**src/sv/ipd_pkg.sv**
```systemverilog
// ----------------------------------------------------------------------------
// ipd_pkg
// Shared widths, command codes, defaults and control types of the IR
// presence detector.
// ----------------------------------------------------------------------------
package ipd_pkg;

    localparam int CMD_W    = 2;
    localparam int SENSOR_W = 5;
    localparam int SAMPLE_W = 10;
    localparam int THRESH_W = 10;
    localparam int SUM_W    = 16;
    localparam int OUT_W    = 24;

    localparam int DEF_NUM_SENSORS   = 24;
    localparam int DEF_CAL_PASSES    = 16;
    localparam int DEF_HISTORY_DEPTH = 5;

    localparam logic [THRESH_W-1:0] THRESH_RESET = THRESH_W'(110);
    localparam logic [SUM_W-1:0]    SUM_MAX      = '1;

    localparam logic [CMD_W-1:0] CMD_CLEAR  = 2'd0;
    localparam logic [CMD_W-1:0] CMD_CAL    = 2'd1;
    localparam logic [CMD_W-1:0] CMD_DETECT = 2'd2;

    typedef struct packed {
        logic upd;
        logic det;
        logic close;
    } t_frame_op;

endpackage

```
**src/sv/ipd_sum_ram.sv**
```systemverilog
// ----------------------------------------------------------------------------
// ipd_sum_ram
// Baseline sum memory: one write port, one read port, registered read data.
// ----------------------------------------------------------------------------
module ipd_sum_ram
    import ipd_pkg::*;
#(
    parameter int DEPTH  = DEF_NUM_SENSORS,
    parameter int ADDR_W = 5
) (
    input  logic              i_clk,
    input  logic              i_wr_en,
    input  logic [ADDR_W-1:0] i_wr_addr,
    input  logic [SUM_W-1:0]  i_wr_data,
    input  logic              i_rd_en,
    input  logic [ADDR_W-1:0] i_rd_addr,
    output logic [SUM_W-1:0]  o_rd_data
);

    logic [SUM_W-1:0] r_mem [DEPTH];
    logic [SUM_W-1:0] r_rd_data;

    always_ff @(posedge i_clk) begin
        if (i_wr_en) begin
            r_mem[i_wr_addr] <= i_wr_data;
        end
    end

    always_ff @(posedge i_clk) begin
        if (i_rd_en) begin
            r_rd_data <= r_mem[i_rd_addr];
        end
    end

    assign o_rd_data = r_rd_data;

endmodule

```
**config.mk**
```make
export PLATFORM = sky130hd
export DESIGN_NAME = ipd_sum_ram
export DESIGN_NICKNAME = d
export VERILOG_FILES = /design/src/sv/ipd_pkg.sv /design/src/sv/ipd_sum_ram.sv
export SDC_FILE = /design/constraint.sdc
export NUM_CORES = 1
export LEC_CHECK = 0
export ABC_AREA = 1
export BUFFER_PORTS_ARGS = -buffer_cell sky130_fd_sc_hd__buf_2
export CELL_PAD_IN_SITES_DETAIL_PLACEMENT = 1
export CELL_PAD_IN_SITES_GLOBAL_PLACEMENT = 1
export CORE_MARGIN = 2
export CORE_UTILIZATION = 47
export CTS_BUF_LIST = sky130_fd_sc_hd__clkbuf_8
export DETAILED_ROUTE_END_ITERATION = 16
export PLACE_DENSITY = 0.88
export SLEW_MARGIN = 20
export SYNTH_ARGS = -nofsm -noshare
export SYNTH_HDL_FRONTEND = slang
export SYNTH_SLANG_ARGS = --single-unit
export TNS_END_PERCENT = 50
```
**constraint.sdc**
```tcl
create_clock -name i_clk -period 1.4 [get_ports i_clk]
set_input_delay 0.14 -clock i_clk [delete_from_list [all_inputs] [get_ports i_clk]]
set_output_delay 0.14 -clock i_clk [all_outputs]
set_load 0.02 [all_outputs]
```
==> results.cfg, run 1 <==
[outcome]
outcome = finished, violations left
violations = setup timing

[drt]
ant_nets = 0
wirelength_mm = 52.50
via_count = 12020
dr.pass1.iters = 5
wl_met3_mm = 3.776
drt-vias-per-instance = 5.704
routedWlPerCell_um = 24.92
routed.top_layer = met4
drt-met1-wl_mm = 19.05
drc = 0
drt_iter0_drc = 1302
routed-wl-met2_mm = 26.95

[die]
dieWidth_um = 192.6
ioPinCount = 45
core_area_mm2 = 0.03531
die_h_um = 192.6
initial_core_util = 0.4732
die_area_mm2 = 0.03708
rows = 69

[worst_setup_path]
r2r-end = o_rd_data[8]
max_stage_delay_ns = 0.52
crit_arrival_ns = 1.32
critPathTopFamily = flip-flops
crit_path_start_kind = flip-flop
r2r_slack_ns = 0.02
crit_path_cell_trace = buf_6
critical_path.max_fanout = 1
rr_worst_depth = 8
setup.worst_path.end_class = primary output
cp_data_required_time_ns = 1.26
criticalPathCategory = flip-flop to primary output
r2r-start = r_mem[5][8]
cp_slowest_cell = edfxtp_1
critPathBufInv = 1

[clock_tree]
cts.path.max_buffers = 3
cts_tree = done
numCtsBuffers = 66
root_buffer = clkbuf_8
cts.sinks = 400
cts_setup_buffers = 0
clkTransAtPathRegs_ns = 0.08
htreeDepth = 3
insertion_delay_ns = 0.61

[global_route]
grt_overflow = 0
track_usage = 0.2893
antenna_found_initial = 1
grt_pass1_wl_mm = 77.98
grt_pass1_vias = 13100
grt_max_degree = 59

[layout]
nNetsFinal = 1624
final_cell_mix = 400 x edfxtp_1, 367 x nand2_1, 217 x inv_1, 204 x nand3_1, 108 x nor2_1
finalInstanceArea_mm2 = 0.01933
multi_input_area_mm2 = 0.003586
area_growth_pct = 15.71
fillers = 3650
final-seq-area_mm2 = 0.01201
drive_gt1_frac = 0.1416
layout_commonest_cell = edfxtp_1

[sta]
timing.fmax_mhz = 684.7
worst_slack_ns = -0.06044
worstMarginPinSlew_ns = 0.8764
setup_viol = 5
fin_crit_ns = 1.460
rsz0062_at_grt = true
hold_viol = 0
finalMaxSlewViolations = 0
period_share = 1.043
holdWs_ns = 0.02460
slew_headroom = 0.4151
finalClockSkew_ns = 0.02166

[worst_hold_path]
min_to = r_mem[10][0]
min_from = i_wr_data[0]
min_path_type = input port to flip-flop
holdPathStages = 1

[yosys]
synth.avg_cell_area_um2 = 11.27
synth_fp_nets = 1512
synth_top_family_by_area = simple AND/OR/NAND/NOR gates
synth_fa_ha_area_frac = 0
synth-seq-area-share = 0.7188
synth_cells = 1483
synth_cell_types = 16
synth_compound_area_frac = 0.03355
synthTopCellsByArea = edfxtp_1 72%, nand2_1 8.3%, nand3_1 6.5%, inv_1 4.5%, nor2_1 2.7%
synth-seq-cells = 400
synth_top_area_share = 0.7188
muxShareOfSynthArea = 0
syn_area_mm2 = 0.01671
synthXorXnorAreaFrac = 0
synth_top_area_cell = edfxtp_1
synth-simple-area-share = 0.1752
yosys_warnings = 0

[pwr]
ir_drop_uv = 879.7
p_int_uw = 18390
p_leak_uw = 0.007752
power_density_mw_per_mm2 = 1273
power_uw = 24610
clkPwrFrac = 0.379
seq_power_share = 0.547
switchingPower_uw = 6215
power_frac_comb = 0.074
switching_share = 0.2526

[place]
place.detailed.hpwl_mm = 32.16
place_congestion = 0.8061
placed_area_mm2 = 0.01808
port_buffers = 44

[run]
max_cap_viol_count = 0
## final cells by class
| cell class | instances | share of cell area |
|---|---|---|
| Clock buffer | 67 | 0.04769 |
| Antenna cell | 1 | 0.0001294 |
| Inverter | 201 | 0.03928 |
| Clock inverter | 51 | 0.01171 |
| Timing Repair Buffer | 123 | 0.06465 |
| Multi-Input combinational cell | 803 | 0.1855 |
| Sequential cell | 400 | 0.6212 |
| Tap cell | 461 | 0.02983 |
## routing by layer
| layer | vias to the layer above | GRT usage |
|---|---|---|
| met3 | 185 | 0.05619 |
| met5 | - | 0 |
| met1 | 6010 | 0.3321 |
| li1 | 5204 | - |
| met2 | 619 | 0.5122 |
| met4 | 0 | 0.1524 |
## power by group through the flow
stage | sequential [µW] | clock (µW) | combinational (µW)
2_1_floorplan | 13700 | 0 | 859
3_3_place_gp | 13700 | 0 | 1620
3_5_place_dp | 13700 | 0 | 1740
4_1_cts | 13500 | 9390 | 1790
5_1_grt | 13500 | 9840 | 1940
6_report | 13500 | 9330 | 1820
## logic make-up (layout without fill, tap and decap cells)
logic type / count (synthesis) / in the layout
AO/OA/AOI/OAI: 96 / 96
buffers and inverters: 280 / 442
flip-flops: 400 / 400
other: 0 / 1
AND/OR/NAND/NOR: 707 / 707
## registers in the layout, indices dropped and copies added, names as in the netlist
name,cells
r_mem,384
o_rd_data,16
## worst max-delay path by stage
stage / startpoint / endpoint / cells after the start
final: o_rd_data[6] / o_rd_data[6] / 1
after CTS: o_rd_data[0] / o_rd_data[0] / 1
after global placement: i_rd_addr[1] / o_rd_data[0] / 8
after global routing: o_rd_data[6] / o_rd_data[6] / 1
after floorplan: i_wr_addr[1] / r_mem[21][0] / 3
after detailed placement: i_rd_addr[0] / o_rd_data[6] / 10
## synth_stat cells
library cell and instances:
nand3_1 216, clkbuf_2 1, o21ai_1 22, buf_4 5, buf_2 27, o211ai_1 32
nor2_1 121, edfxtp_1 400, inv_2 2, clkbuf_1 27, o21ai_0 42, inv_1 199
nand3b_1 1, buf_6 14, nand2_1 369, buf_1 5
## through the flow
step,setup WS (ns),TNS [ns],std cells,util
floorplan,-0.09130,-29.20,1483,-
global placement,-0.1209,-1.115,1987,0.5121
detailed placement,-0.2577,-6.630,1987,0.5121
CTS,-0.07727,-0.2737,2106,0.5456
global route,-0.07930,-0.3063,2106,0.5475
finish,-0.06044,-0.1886,2107,0.5476
## timing repair
item                                    in CTS  in global routing
resized for setup                            7                 16
hold buffers                                 1                  0
endpoints found under the setup margin       7                 14
hold endpoints to repair                    15                  0
pin swaps                                    0                  5
Power figures use the tool's default switching activity.
==> run 2, diff against run 1 <==
CORE_UTILIZATION = 49   (was 47)
PLACE_DENSITY = 0.87   (was 0.88)
clock period = 1.6 ns   (was 1.4 ns; I/O delays follow)
==> results.cfg, run 2 (synthesis gave the netlist of run 1 again) <==
[outcome]
outcome = completed

[clock_tree]
ctsHoldBuffers = 0
cts.path.max_buffers = 3
cts_tree = done
cts.sinks = 400
cts_resized = 0
root_buffer = clkbuf_8
clkTransAtPathRegs_ns = 0.06
insertion_delay_ns = 0.60
cts_setup_buffers = 0
htreeDepth = 3
numCtsBuffers = 67

[layout]
final_cell_mix = 400 x edfxtp_1, 369 x nand2_1, 219 x inv_1, 216 x nand3_1, 98 x nor2_1
layout_commonest_cell = edfxtp_1
final-seq-area_mm2 = 0.01201
antenna_cells = 0
area_growth_pct = 14.74
top_register = r_mem
finalNonFillerCells = 2094
largest_reg_flops = 384
nNetsFinal = 1622
drive_gt1_frac = 0.1422
multi_input_area_mm2 = 0.003546
fillers = 3544
finalInstanceArea_mm2 = 0.01917

[place]
place.detailed.hpwl_mm = 32.32
placed_area_mm2 = 0.01792
port_buffers = 44
dp_slack_ns = -0.1847
placed_cells = 1972
place_congestion = 0.8764

[sta]
setup_viol = 0
period_share = 0.9114
setup_tns_ns = 0
worst_slack_ns = 0.1417
rsz0062_at_grt = false
slew_headroom = 0.3982
finalClockSkew_ns = 0.04586
fin_crit_ns = 1.458
worstMarginPinSlew_ns = 0.9017
holdWs_ns = 0.05705
timing.fmax_mhz = 685.7
hold_viol = 0
finalMaxSlewViolations = 0

[worst_setup_path]
r2r_slack_ns = 0.16
r2r-start = r_mem[5][15]
crit_arrival_ns = 1.30
rr_worst_depth = 8
crit_path_cell_trace = buf_2
r2r-end = o_rd_data[15]
criticalPathCategory = flip-flop to primary output
critPathTopFamily = flip-flops
crit_path_start_kind = flip-flop
critical_path.max_fanout = 1
max_stage_delay_ns = 0.50
critPathBufInv = 1
cp_slowest_cell = edfxtp_1
setup.worst_path.end_class = primary output
cp_data_required_time_ns = 1.44
cp.depth = 1

[pwr]
power_density_mw_per_mm2 = 1148
ir_drop_uv = 812.2
p_leak_uw = 0.007707

[drt]
ant_nets = 0
drc = 0
drt-vias-per-instance = 5.729
drt_iter0_drc = 1174
routedWlPerCell_um = 24.63
dr.pass1.iters = 5
wirelength_mm = 51.58
via_count = 12000

[global_route]
grt_pass1_vias = 13180
grt_overflow = 0
gr-usage-met2 = 0.5123
met3_usage = 0.05793
grt_max_degree = 58
grtUsageMet1 = 0.3460
busiest_layer = met2
antenna_found_initial = 0
grt_pass1_wl_mm = 77.89
track_usage = 0.2947

[die]
initial_core_util = 0.4983
rows = 67
die_h_um = 188.7
die_area_mm2 = 0.03559
core_area_mm2 = 0.03353
dieWidth_um = 188.7
ioPinCount = 45

[run]
max_cap_viol_count = 0

[worst_hold_path]
min_from = i_wr_data[11]
min_to = r_mem[10][11]
holdPathStages = 1
min_path_type = input port to flip-flop
## run 2: cell count changes in the layout (fill, tap and decap cells not counted), sizes merged
| cell | change |
|---|---|
| clkinvlp | +4 |
| buf | -2 |
| diode | -1 |
| clkinv | -2 |
| clkbuf | +1 |
| inv | -2 |
| dlygate4sd3 | -1 |
| bufinv | +3 |
## run 2: worst reg2reg max path: stages (launching register included)
cell and delay, ns:
edfxtp_1 0.36, inv_1 0.07, nand2_1 0.05, nand3_1 0.09
nand3_1 0.09, nand3_1 0.13, nand2_1 0.13, nand2_1 0.16
nand2_1 0.11
## run 2: report_power, final
group / leakage [µW] / total [µW] / switching (µW) / internal (µW)
clock network: 0.000708 / 8710 / 4230 / 4480
registers: 0.00362 / 11800 / 63.5 / 11700
logic: 0.00338 / 1520 / 1110 / 409
total: 0.00771 / 22000 / 5410 / 16600
## run 2: stage by stage
stage          power, µW    util
2_1_floorplan      12750       -
3_3_place_gp       13360  0.5343
3_5_place_dp       13470  0.5343
4_1_cts            22100  0.5718
5_1_grt            22690  0.5718
6_report           22000  0.5718
## run 2: layer usage
layer | vias up | share of wire
met5 | - | 0
met4 | 0 | 0.048
met2 | 546 | 0.51
met1 | 6088 | 0.37
met3 | 159 | 0.072
li1 | 5203 | -
## run 2: worst max path at each step
stage	slack, ns	to	startpoint
floorplan	0.09	r_mem[21][0]	i_wr_addr[1]
global placement	-0.04	o_rd_data[15]	i_rd_addr[0]
detailed placement	-0.18	o_rd_data[15]	i_rd_addr[0]
CTS	0.12	o_rd_data[3]	o_rd_data[3]
global route	0.08	o_rd_data[15]	r_mem[3][15]
finish	0.14	o_rd_data[6]	o_rd_data[6]
## run 2: cell type report
class                           count  area share
Clock buffer                       68     0.04881
Clock inverter                     54     0.01677
Inverter                          201     0.03968
Multi-Input combinational cell    803      0.1849
Sequential cell                   400      0.6265
Tap cell                          448     0.02924
Timing Repair Buffer              120     0.05410
==> run 3, diff against run 2 <==
GPL_TIMING_DRIVEN = 0   (was default)
==> results.cfg, run 3 (synthesis gave the netlist of run 1 again) <==
[clock_tree]
cts_resized = 0
cts.path.max_buffers = 3
ctsHoldBuffers = 0
cts_tree = done
cts.sinks = 400
clkTransAtPathRegs_ns = 0.06
numCtsBuffers = 67
cts_setup_buffers = 0
insertion_delay_ns = 0.64
htreeDepth = 3
root_buffer = clkbuf_8

[place]
place_congestion = 0.8846
port_buffers = 41
place.detailed.hpwl_mm = 34.55
dp_slack_ns = -0.6026
placed_area_mm2 = 0.01760

[global_route]
grt_pass1_wl_mm = 79.09
grt_max_degree = 25
antenna_found_initial = 2
grt_overflow = 0
track_usage = 0.3052
grt_pass1_vias = 13110

[layout]
layout_commonest_cell = edfxtp_1
finalInstanceArea_mm2 = 0.01880
largest_reg_flops = 384
area_growth_pct = 12.52
nNetsFinal = 1628
drive_gt1_frac = 0.1257
top_register = r_mem
final_cell_mix = 400 x edfxtp_1, 369 x nand2_1, 216 x inv_1, 213 x nand3_1, 97 x nor2_1

[die]
rows = 67
die_h_um = 188.7
ioPinCount = 45
core_area_mm2 = 0.03353
die_area_mm2 = 0.03559
initial_core_util = 0.4983
dieWidth_um = 188.7

[sta]
finalClockSkew_ns = 0.05947
hold_viol = 0
fin_crit_ns = 1.618
timing.fmax_mhz = 618.2
finalMaxSlewViolations = 0
worstMarginPinSlew_ns = 1.011
period_share = 1.011
rsz0062_at_grt = true
worst_slack_ns = -0.01764
slew_headroom = 0.3252
setup_viol = 14

[drt]
drt-vias-per-instance = 5.793
drc = 0
wirelength_mm = 53.50
via_count = 12140
dr.pass1.iters = 6
routedWlPerCell_um = 25.53
ant_nets = 0
drt_iter0_drc = 1405

[pwr]
p_leak_uw = 0.007478
power_density_mw_per_mm2 = 1157
ir_drop_uv = 886.4

[outcome]
violations = setup timing
outcome = finished, violations left

[run]
max_cap_viol_count = 0

[worst_hold_path]
min_path_type = input port to flip-flop

[worst_setup_path]
critical_path.max_fanout = 16
crit_arrival_ns = 1.82
criticalPathCategory = input port to flip-flop
setup.worst_path.end_class = flip-flop
r2r_slack_ns = 0.02
crit_path_start_kind = input port
cp_data_required_time_ns = 1.81
-- run 3: final cells by class --
class | count | area, µm²
Buffer | 79 | 455.4
Clock buffer | 68 | 935.9
Fill cell | 3594 | 14730
Antenna cell | 1 | 2.502
Inverter | 201 | 754.5
Multi-Input combinational cell | 803 | 3563
Timing Repair Buffer | 47 | 272.8
Sequential cell | 400 | 12010
Tap cell | 448 | 560.5
Clock inverter | 49 | 245.2
-- run 3: power by group --
group / switching, µW / internal (µW)
Sequential: 51.2 / 11700
Clock: 4230 / 4130
Combinational: 1250 / 383
Total: 5540 / 16200
-- run 3: worst max-delay path: stages --
cell and delay [ns]:
buf_2 0.13, inv_1 0.11, nand3_1 0.47, nor2_2 0.95
-- run 3: path summary, 6_finish.rpt --
path                startpoint             to  depth (start not counted)
hold reg to reg   r_mem[17][0]   o_rd_data[0]                          4
setup reg to reg   r_mem[2][8]   o_rd_data[8]                          8
setup / recovery  i_wr_addr[1]   r_mem[13][3]                          4
hold / removal         i_rd_en  o_rd_data[13]                          1
-- run 3: per-layer routing --
layer	routed length (µm)	track usage	up-vias
met4	2896	0.1764	2
met2	26390	0.5146	664
li1	-	-	5213
met3	4467	0.07283	195
met5	10	0	-
met1	19740	0.3582	6069
-- run 3: per-stage QoR --
step / hold slack, ns / power [µW] / TNS [ns] / std cells / utilization
floorplan: 0.2589 / 12750 / 0 / 1483 / -
global placement: 0.6065 / 13400 / -255.35 / 1972 / 0.5212
detailed placement: 0.6059 / 13540 / -150.88 / 1978 / 0.5250
CTS: 0.002590 / 21770 / 0 / 2095 / 0.5602
global route: 0.02636 / 22370 / -0.6267 / 2096 / 0.5607
finish: 0.03462 / 21760 / -0.1623 / 2096 / 0.5607
